File: config.mk
export PLATFORM = sky130hd
export DESIGN_NAME = swap_slot_allocator_core
export DESIGN_NICKNAME = d
export VERILOG_FILES = /design/src/rtl/core/ssa_pkg.sv /design/src/rtl/core/ssa_ctrl.sv /design/src/rtl/core/ssa_datapath.sv /design/src/rtl/core/swap_slot_allocator_core.sv
export SDC_FILE = /design/constraint.sdc
export NUM_CORES = 2
export LEC_CHECK = 0
export ABC_AREA = 1
export BUFFER_PORTS_ARGS = -buffer_cell sky130_fd_sc_hd__buf_4
export CORE_MARGIN = 4
export CORE_UTILIZATION = 45
export CTS_BUF_LIST = sky130_fd_sc_hd__clkbuf_8 sky130_fd_sc_hd__clkbuf_16
export DETAILED_ROUTE_END_ITERATION = 7
export PLACE_DENSITY = 0.65
export SLEW_MARGIN = 40
export SYNTH_ARGS = -nofsm -noshare
export SYNTH_HDL_FRONTEND = slang
export SYNTH_HIERARCHICAL = 1
export SYNTH_SLANG_ARGS = --single-unit
File: constraint.sdc
create_clock -name clk -period 16.9 [get_ports clk]
set_input_delay 3.38 -clock clk [delete_from_list [all_inputs] [get_ports clk]]
set_output_delay 3.38 -clock clk [all_outputs]
set_load 0.02 [all_outputs]
File: src/rtl/core/ssa_pkg.sv
// ----------------------------------------------------------------------------
// ssa_pkg
// shared constants, beat types and controller/datapath interface structs
// for the swap slot allocator
// ----------------------------------------------------------------------------
package ssa_pkg;

  localparam int MAX_SLOTS        = 1024;
  localparam int SECTORS_PER_SLOT = 8;

  // field widths
  localparam int CMD_W    = 2;
  localparam int SLOT_W   = $clog2(MAX_SLOTS);
  localparam int COUNT_W  = 11;
  localparam int ADDR_W   = 13;
  localparam int XFER_W   = 2;
  localparam int STATUS_W = 2;

  // free map organization: rows of bits
  localparam int ROW_BITS  = (MAX_SLOTS < 32) ? MAX_SLOTS : 32;
  localparam int ROWS      = MAX_SLOTS / ROW_BITS;
  localparam int BIT_W     = $clog2(ROW_BITS);
  localparam int ROW_IDX_W = (ROWS > 1) ? $clog2(ROWS) : 1;
  localparam int SEC_W     = (SECTORS_PER_SLOT > 1) ? $clog2(SECTORS_PER_SLOT) : 1;

  // command codes
  localparam logic [CMD_W-1:0] CMD_ALLOC = 2'd0;
  localparam logic [CMD_W-1:0] CMD_READ  = 2'd1;
  localparam logic [CMD_W-1:0] CMD_FREE  = 2'd2;

  // transfer codes
  localparam logic [XFER_W-1:0] XFER_NONE  = 2'd0;
  localparam logic [XFER_W-1:0] XFER_WRITE = 2'd1;
  localparam logic [XFER_W-1:0] XFER_READ  = 2'd2;

  // status codes
  localparam logic [STATUS_W-1:0] ST_OK     = 2'd0;
  localparam logic [STATUS_W-1:0] ST_NOFREE = 2'd1;
  localparam logic [STATUS_W-1:0] ST_RANGE  = 2'd2;

  // kind of beat the datapath builds
  localparam logic [1:0] BEAT_SECTOR = 2'd0;
  localparam logic [1:0] BEAT_NOFREE = 2'd1;
  localparam logic [1:0] BEAT_RANGE  = 2'd2;
  localparam logic [1:0] BEAT_ACK    = 2'd3;

  typedef struct packed {
    logic [CMD_W-1:0]  cmd;
    logic [SLOT_W-1:0] slot_index;
  } in_beat_t;

  typedef struct packed {
    logic [XFER_W-1:0]   transfer;
    logic [ADDR_W-1:0]   sector_address;
    logic [SLOT_W-1:0]   slot_granted;
    logic [STATUS_W-1:0] status;
    logic                last;
  } out_beat_t;

  typedef struct packed {
    logic       load;
    logic       rd_row;
    logic       wr_row;
    logic       emit;
    logic [1:0] kind;
  } dp_cmd_t;

  typedef struct packed {
    logic [CMD_W-1:0] cmd;
    logic             row_ok;
    logic             in_range;
    logic             bit_found;
    logic             out_free;
    logic             sec_last;
  } dp_status_t;

endpackage

File: src/rtl/core/ssa_ctrl.sv
// ----------------------------------------------------------------------------
// ssa_ctrl
// command sequencer: latch, row read, row update, beat emission
// ----------------------------------------------------------------------------
module ssa_ctrl (
  input  logic                clk,
  input  logic                rst,
  input  logic                in_valid,
  output logic                in_stall,
  input  ssa_pkg::dp_status_t status,
  output ssa_pkg::dp_cmd_t    cmd
);
  import ssa_pkg::*;

  localparam logic [2:0] S_IDLE   = 3'd0;
  localparam logic [2:0] S_READ   = 3'd1;
  localparam logic [2:0] S_EVAL   = 3'd2;
  localparam logic [2:0] S_SINGLE = 3'd3;
  localparam logic [2:0] S_SECTOR = 3'd4;

  logic [2:0] state;
  logic [2:0] state_next;
  logic [1:0] kind;
  logic [1:0] kind_next;

  always_comb begin
    state_next = state;
    kind_next  = kind;
    cmd        = '0;
    in_stall   = (state != S_IDLE);
    unique case (state)
      S_IDLE: begin
        if (in_valid) begin
          cmd.load   = 1'b1;
          state_next = S_READ;
        end
      end
      S_READ: begin
        priority if (status.cmd == CMD_ALLOC) begin
          if (status.row_ok) begin
            cmd.rd_row = 1'b1;
            state_next = S_EVAL;
          end else begin
            kind_next  = BEAT_NOFREE;
            state_next = S_SINGLE;
          end
        end else if (status.cmd == CMD_READ || status.cmd == CMD_FREE) begin
          if (status.in_range) begin
            cmd.rd_row = 1'b1;
            state_next = S_EVAL;
          end else begin
            kind_next  = BEAT_RANGE;
            state_next = S_SINGLE;
          end
        end else begin
          // unknown command: no beat
          state_next = S_IDLE;
        end
      end
      S_EVAL: begin
        priority if (status.cmd == CMD_ALLOC) begin
          if (status.bit_found) begin
            cmd.wr_row = 1'b1;
            state_next = S_SECTOR;
          end else begin
            kind_next  = BEAT_NOFREE;
            state_next = S_SINGLE;
          end
        end else begin
          cmd.wr_row = 1'b1;
          if (status.cmd == CMD_READ) begin
            state_next = S_SECTOR;
          end else begin
            kind_next  = BEAT_ACK;
            state_next = S_SINGLE;
          end
        end
      end
      S_SINGLE: begin
        cmd.kind = kind;
        if (status.out_free) begin
          cmd.emit   = 1'b1;
          state_next = S_IDLE;
        end
      end
      S_SECTOR: begin
        cmd.kind = BEAT_SECTOR;
        if (status.out_free) begin
          cmd.emit = 1'b1;
          if (status.sec_last) begin
            state_next = S_IDLE;
          end
        end
      end
      default: begin
        state_next = S_IDLE;
      end
    endcase
  end

  always_ff @(posedge clk) begin
    if (rst) begin
      state <= S_IDLE;
      kind  <= BEAT_SECTOR;
    end else begin
      state <= state_next;
      kind  <= kind_next;
    end
  end

endmodule

File: src/rtl/core/ssa_datapath.sv
// ----------------------------------------------------------------------------
// ssa_datapath
// free map rows, row summary, slot count register and output register
// ----------------------------------------------------------------------------
module ssa_datapath (
  input  logic                clk,
  input  logic                rst,
  input  logic                cfg_write,
  input  logic [10:0]         cfg_data,
  input  ssa_pkg::in_beat_t   in_data,
  output logic                out_valid,
  input  logic                out_stall,
  output ssa_pkg::out_beat_t  out_data,
  input  ssa_pkg::dp_cmd_t    cmd,
  output ssa_pkg::dp_status_t status
);
  import ssa_pkg::*;

  logic [COUNT_W-1:0]   slot_count;
  logic [COUNT_W-1:0]   eff_n;
  logic [CMD_W-1:0]     cmd_q;
  logic [SLOT_W-1:0]    idx_q;
  logic [SLOT_W-1:0]    slot_q;
  logic [SEC_W-1:0]     sec_cnt;

  // free map: a row that was never written reads as all free
  logic [ROW_BITS-1:0]  mem [ROWS];
  logic [ROW_BITS-1:0]  mem_q;
  logic                 rd_valid_q;
  logic [ROWS-1:0]      row_valid;
  logic [ROWS-1:0]      row_any;
  logic [ROW_IDX_W-1:0] r_q;

  logic [ROW_IDX_W-1:0] first_row;
  logic                 any_free;
  logic [ROW_IDX_W-1:0] rd_addr;
  logic [ROW_BITS-1:0]  word;
  logic [ROW_BITS-1:0]  allowed;
  logic [COUNT_W-1:0]   limit;
  logic [BIT_W-1:0]     found_bit;
  logic                 bit_found;
  logic [ROW_BITS-1:0]  new_word;
  logic                 out_free;
  logic                 sec_last;
  out_beat_t            beat;

  assign eff_n = (slot_count > COUNT_W'(MAX_SLOTS)) ? COUNT_W'(MAX_SLOTS) : slot_count;

  // lowest row that holds a free bit
  always_comb begin
    first_row = '0;
    any_free  = 1'b0;
    for (int i = ROWS - 1; i >= 0; i--) begin
      if (row_any[i]) begin
        first_row = ROW_IDX_W'(i);
        any_free  = 1'b1;
      end
    end
  end

  assign rd_addr = (cmd_q == CMD_ALLOC) ? first_row : idx_q[SLOT_W-1:BIT_W];
  assign word    = rd_valid_q ? mem_q : '1;

  // only bits of slots below the effective count may be granted
  assign limit = eff_n - COUNT_W'({r_q, {BIT_W{1'b0}}});

  always_comb begin
    for (int b = 0; b < ROW_BITS; b++) begin
      allowed[b] = word[b] && (COUNT_W'(b) < limit);
    end
  end

  always_comb begin
    found_bit = '0;
    bit_found = 1'b0;
    for (int b = ROW_BITS - 1; b >= 0; b--) begin
      if (allowed[b]) begin
        found_bit = BIT_W'(b);
        bit_found = 1'b1;
      end
    end
  end

  assign new_word = (cmd_q == CMD_ALLOC) ? (word & ~(ROW_BITS'(1) << found_bit))
                                         : (word | (ROW_BITS'(1) << idx_q[BIT_W-1:0]));

  assign out_free = !out_valid || !out_stall;
  assign sec_last = (sec_cnt == SEC_W'(SECTORS_PER_SLOT - 1));

  assign status.cmd       = cmd_q;
  assign status.row_ok    = any_free &&
                            (COUNT_W'({first_row, {BIT_W{1'b0}}}) < eff_n);
  assign status.in_range  = (COUNT_W'(idx_q) < eff_n);
  assign status.bit_found = bit_found;
  assign status.out_free  = out_free;
  assign status.sec_last  = sec_last;

  // beat builder
  always_comb begin
    beat = '0;
    unique case (cmd.kind)
      BEAT_SECTOR: begin
        beat.transfer       = (cmd_q == CMD_ALLOC) ? XFER_WRITE : XFER_READ;
        beat.sector_address = ADDR_W'(ADDR_W'(slot_q) * ADDR_W'(SECTORS_PER_SLOT))
                              + ADDR_W'(sec_cnt);
        beat.slot_granted   = slot_q;
        beat.status         = ST_OK;
        beat.last           = sec_last;
      end
      BEAT_NOFREE: begin
        beat.transfer = XFER_NONE;
        beat.status   = ST_NOFREE;
        beat.last     = 1'b1;
      end
      BEAT_RANGE: begin
        beat.transfer     = XFER_NONE;
        beat.slot_granted = idx_q;
        beat.status       = ST_RANGE;
        beat.last         = 1'b1;
      end
      BEAT_ACK: begin
        beat.transfer     = XFER_NONE;
        beat.slot_granted = idx_q;
        beat.status       = ST_OK;
        beat.last         = 1'b1;
      end
    endcase
  end

  // free map memory
  always_ff @(posedge clk) begin
    if (cmd.wr_row) begin
      mem[r_q] <= new_word;
    end
    if (cmd.rd_row) begin
      mem_q <= mem[rd_addr];
    end
  end

  // payload registers
  always_ff @(posedge clk) begin
    if (cmd.load) begin
      cmd_q  <= in_data.cmd;
      idx_q  <= in_data.slot_index;
      slot_q <= in_data.slot_index;
    end else if (cmd.wr_row && cmd_q == CMD_ALLOC) begin
      slot_q <= SLOT_W'({r_q, found_bit});
    end
    if (cmd.rd_row) begin
      r_q        <= rd_addr;
      rd_valid_q <= row_valid[rd_addr];
    end
    if (cmd.emit) begin
      out_data <= beat;
    end
  end

  // control registers
  always_ff @(posedge clk) begin
    if (rst) begin
      slot_count <= COUNT_W'(1024);
      row_valid  <= '0;
      row_any    <= '1;
      sec_cnt    <= '0;
      out_valid  <= 1'b0;
    end else begin
      if (cfg_write) begin
        slot_count <= cfg_data;
      end
      if (cmd.wr_row) begin
        row_valid[r_q] <= 1'b1;
        row_any[r_q]   <= |new_word;
      end
      if (cmd.load) begin
        sec_cnt <= '0;
      end else if (cmd.emit && cmd.kind == BEAT_SECTOR) begin
        sec_cnt <= sec_cnt + SEC_W'(1);
      end
      if (cmd.emit) begin
        out_valid <= 1'b1;
      end else if (!out_stall) begin
        out_valid <= 1'b0;
      end
    end
  end

`ifndef SYNTHESIS
  a_emit_free: assert property (@(posedge clk) disable iff (rst)
    cmd.emit |-> out_free)
    else $error("beat loaded while output register blocked");

  a_wr_after_rd: assert property (@(posedge clk) disable iff (rst)
    cmd.wr_row |-> $past(cmd.rd_row))
    else $error("row write without preceding row read");

  a_err_last: assert property (@(posedge clk) disable iff (rst)
    (out_valid && out_data.status != ST_OK) |-> out_data.last)
    else $error("error beat not marked last");

  a_grant_range: assert property (@(posedge clk) disable iff (rst)
    (out_valid && out_data.transfer == XFER_WRITE) |->
      (COUNT_W'(out_data.slot_granted) < eff_n))
    else $error("granted slot beyond slot count");
`endif

endmodule

File: src/rtl/core/swap_slot_allocator_core.sv
// ----------------------------------------------------------------------------
// swap_slot_allocator_core
// first-fit swap slot allocator over a bitmap free map, one command at a time
// ----------------------------------------------------------------------------
// allocate / read-back: row read, row update, then 8 sector beats
// free: row read, row update, then one ack beat; range or no-free error: one
//   error beat; unknown cmd: no beat
// rate set by the single row read and update; one beat per cycle unless stalled
// reset: slot_count 1024, all row valid flags cleared so the whole free map
//   reads as free at once; no clearing pass
module swap_slot_allocator_core (
  input  logic               clk,
  input  logic               rst,
  // configuration: slot_count
  input  logic               cfg_write,
  input  logic [10:0]        cfg_data,
  // command channel
  input  logic               in_valid,
  output logic               in_stall,
  input  ssa_pkg::in_beat_t  in_data,
  // result channel
  output logic               out_valid,
  input  logic               out_stall,
  output ssa_pkg::out_beat_t out_data
);
  import ssa_pkg::*;

  // controller to datapath commands and datapath status back
  dp_cmd_t    dp_cmd;
  dp_status_t dp_status;

  // sequencer: accept, row read, row update, then beats
  ssa_ctrl u_ctrl (
    .clk      (clk),
    .rst      (rst),
    .in_valid (in_valid),
    .in_stall (in_stall),
    .status   (dp_status),
    .cmd      (dp_cmd)
  );

  // free map rows with per-row summary bits, output register
  ssa_datapath u_datapath (
    .clk       (clk),
    .rst       (rst),
    .cfg_write (cfg_write),
    .cfg_data  (cfg_data),
    .in_data   (in_data),
    .out_valid (out_valid),
    .out_stall (out_stall),
    .out_data  (out_data),
    .cmd       (dp_cmd),
    .status    (dp_status)
  );

endmodule
==> metrics.txt <==
Compound-Gate Fraction of Synth Area 14.1%; htree depth 3; Synth Flop Type edfxtp_1; mux contribution to synthesized area 0%; ratio of cells with drive above 1 in the final layout 10.7%; cts repair resizes 0; Slew HR 40.5%; internal power 5.40 mW; Startpoint Class flop; synth warn 6; CTS max path bufs 3; Worst-Skew Late Latency 0.71 ns; CTS tree yes; first-pass GRT wire length 209,000 um; Synth Area in Adders 0.673%; Peak supply drop 0.0000987 V; number of synthesized flops with an enable pin 1,112; Comb power frac 23.0%; max cap viols 0; gr usage total 24.1%; core box area 109,000 sq um; period utilization 38.2%; nets@finish 4,137; net switching fraction of the power 31.8%; clock share of power 31.7%; Final Total Pwr 7.92 mW; final setup TNS 0 ns; largest net degree at the start of global routing 208; vias in the first global route 31.4k; detailed placement HPWL 70,800 um; post-synth cell types 47; fraction of registers with async set/reset 0%; dpl ws 10.60 ns; Req. time, crit path 17.46 ns; worst slew pin tran 0.892 ns; min-delay worst type reg2reg; I/O Pins 58; sequential share of power 45.3%; Finished Cell Area 55,200 sq um; Clock Sinks 1,196; WL/cell 25.5 um; post-CTS setup buffers 0; via count 33.4k; Initial Util 45.3%; placed cell area 51,500 sq um; Final min period 6.45 ns; mapped cell area 49,400 sq um; area delta synth->final 11.7%; Fin. Hold Viols 0; placed cells 5,380; Slew Viols, Final 0; Pre-antenna DRT Iters 6; commonest non-fill, non-tap cell in the layout edfxtp_1; Placer Congestion 0.913; static leakage 17.8 nW; CTS root buf clkbuf_16; Die X-Extent 339 um; fmax 0.155 GHz; post-route insts no fill 5,596; Setup crit end kind flop; #FFs+latches synth 1,196; Congestion Overflow GR 0; drt drc 0; RSZ-0062 raised after global routing false; final cell utilization of the core 50.7%; Final Setup Violations 0; die area 115,000 sq um; DRT Wirelength 143,000 um; Slowest-stage cell, CP fa_1; Net Switching 2.52 mW; status complete, no violations; PortBufs 57; Crit path arrival time 7.01 ns; most frequent cells in the layout edfxtp_1 (1,112), nor2_1 (770), o21ai_0 (591); Die Ht 339 um; hold_buf cts 0; syn_nets 4,162; FF-to-FF setup slack 10.45 ns; post-route ant nets 0; XOR/XNOR share of the synthesized area 0%; cell repeated most along the worst path nand2_1; skew final 0.0404 ns; synthesized area per cell 12.0 sq um; max incr delay on CP 0.49 ns; CP Max Fanout 32; FILL cells 9,293; cell row count 121; vias per cell 5.97; initial antenna violation count 0; Seq/Total Area, Yosys 71.0%; 1st-iter DRT viols 3,992; area share of and/or/nand/nor cells after synthesis 10.2%; Clk pin slew, worst setup/hold paths 0.06 ns; Synth Instances 4,108; Power Density 143 nW/um^2; Crit Path Class reg2reg; largest family of logic cells by synthesized area compound AO/OA/AOI/OAI gates; cts bufs inserted 113; WHS 0.460 ns; Final Worst Setup Slack 10.45 ns
-- power by group through the flow --
| stage | registers, mW | clock network [mW] | logic [mW] |
|---|---|---|---|
| 2_1_floorplan | 3.65 | 0 | 1.16 |
| 3_3_place_gp | 3.65 | 0 | 1.76 |
| 3_5_place_dp | 3.65 | 0 | 1.78 |
| 4_1_cts | 3.59 | 2.55 | 1.79 |
| 5_1_grt | 3.60 | 2.67 | 1.99 |
| 6_report | 3.59 | 2.51 | 1.82 |
-- layout make-up --
class | count | area (sq um) | area share, %
well taps | 1414 | 1770 | 3.20
multi-input cells | 2398 | 12700 | 23.0
clock inverters | 97 | 816 | 1.48
clock buffers | 116 | 2870 | 5.20
inverters | 256 | 981 | 1.78
flip-flops and latches | 1196 | 35100 | 63.5
repair buffers | 118 | 1040 | 1.88
diodes | 1 | 2.50 | 0.00453
-- synthesized netlist by cell type, types with 7 or more instances --
| cell type | count | area [sq um] |
|---|---|---|
| a211oi_1 | 7 | 52.6 |
| a21oi_1 | 92 | 460 |
| a31oi_1 | 35 | 219 |
| buf_1 | 10 | 37.5 |
| clkbuf_1 | 234 | 878 |
| dfxtp_1 | 84 | 1680 |
| edfxtp_1 | 1112 | 33400 |
| ha_1 | 25 | 313 |
| inv_1 | 228 | 856 |
| inv_2 | 23 | 86.3 |
| nand2_1 | 238 | 893 |
| nand3_1 | 116 | 581 |
| nand4_1 | 13 | 81.3 |
| nor2_1 | 805 | 3020 |
| nor2_2 | 11 | 68.8 |
| nor3_1 | 21 | 105 |
| nor4_1 | 7 | 43.8 |
| o211ai_1 | 59 | 443 |
| o21ai_0 | 592 | 2960 |
| o21ai_1 | 11 | 55.1 |
| o21bai_1 | 20 | 150 |
| o21bai_2 | 31 | 349 |
| o221ai_1 | 193 | 1690 |
| o22ai_1 | 76 | 475 |
-- kinds of logic (layout without fill, tap and decap cells) --
kind of cell    count (synthesis)  in the layout
compound gates               1132           1132
fa+ha+maj                      26             26
buf+inv                       514            587
flops                        1196           1196
other cells                     0              1
simple gates                 1240           1240
-- metal layers --
metal	share of wire (%)	routed length, um	GRT usage [%]
met5	0	0	0
met4	3.6	5130	8.71
met3	8.8	12600	3.76
met2	47	67000	38.8
met1	41	58300	33.5
-- critical path: cells and delay by family (launching register included) --
kind / cells / cell delay (ns)
AO/OA/AOI/OAI: 5 / 1.25
adder cells (fa/ha/maj): 2 / 0.72
buffers and inverters: 5 / 0.90
flip-flops: 1 / 0.36
AND/OR/NAND/NOR: 18 / 3.07
-- worst paths after layout --
kind,startpoint,cells past startpoint,endpoint
worst max-delay path,u_datapath/slot_count[2],30,u_datapath/row_any[0]
worst min-delay path,u_ctrl/kind[1],2,u_ctrl/kind[1]
worst max register to register,u_datapath/slot_count[2],30,u_datapath/row_any[0]
worst min register to register,u_ctrl/kind[1],2,u_ctrl/kind[1]
-- state kept, by name, summed over array words and instances (netlist names), 2 cells and up --
| register | count |
|---|---|
| u_ctrl/kind | 2 |
| u_datapath/r_q | 5 |
| u_datapath/cmd_q | 2 |
| u_datapath/sec_cnt | 3 |
| u_datapath/row_valid | 32 |
| u_datapath/mem | 1024 |
| u_datapath/idx_q | 10 |
| u_datapath/out_data | 28 |
| u_datapath/row_any | 32 |
| u_ctrl/state | 3 |
| u_datapath/mem_q | 32 |
| u_datapath/slot_count | 11 |
| u_datapath/slot_q | 10 |
(Power assumes the default switching activity.)
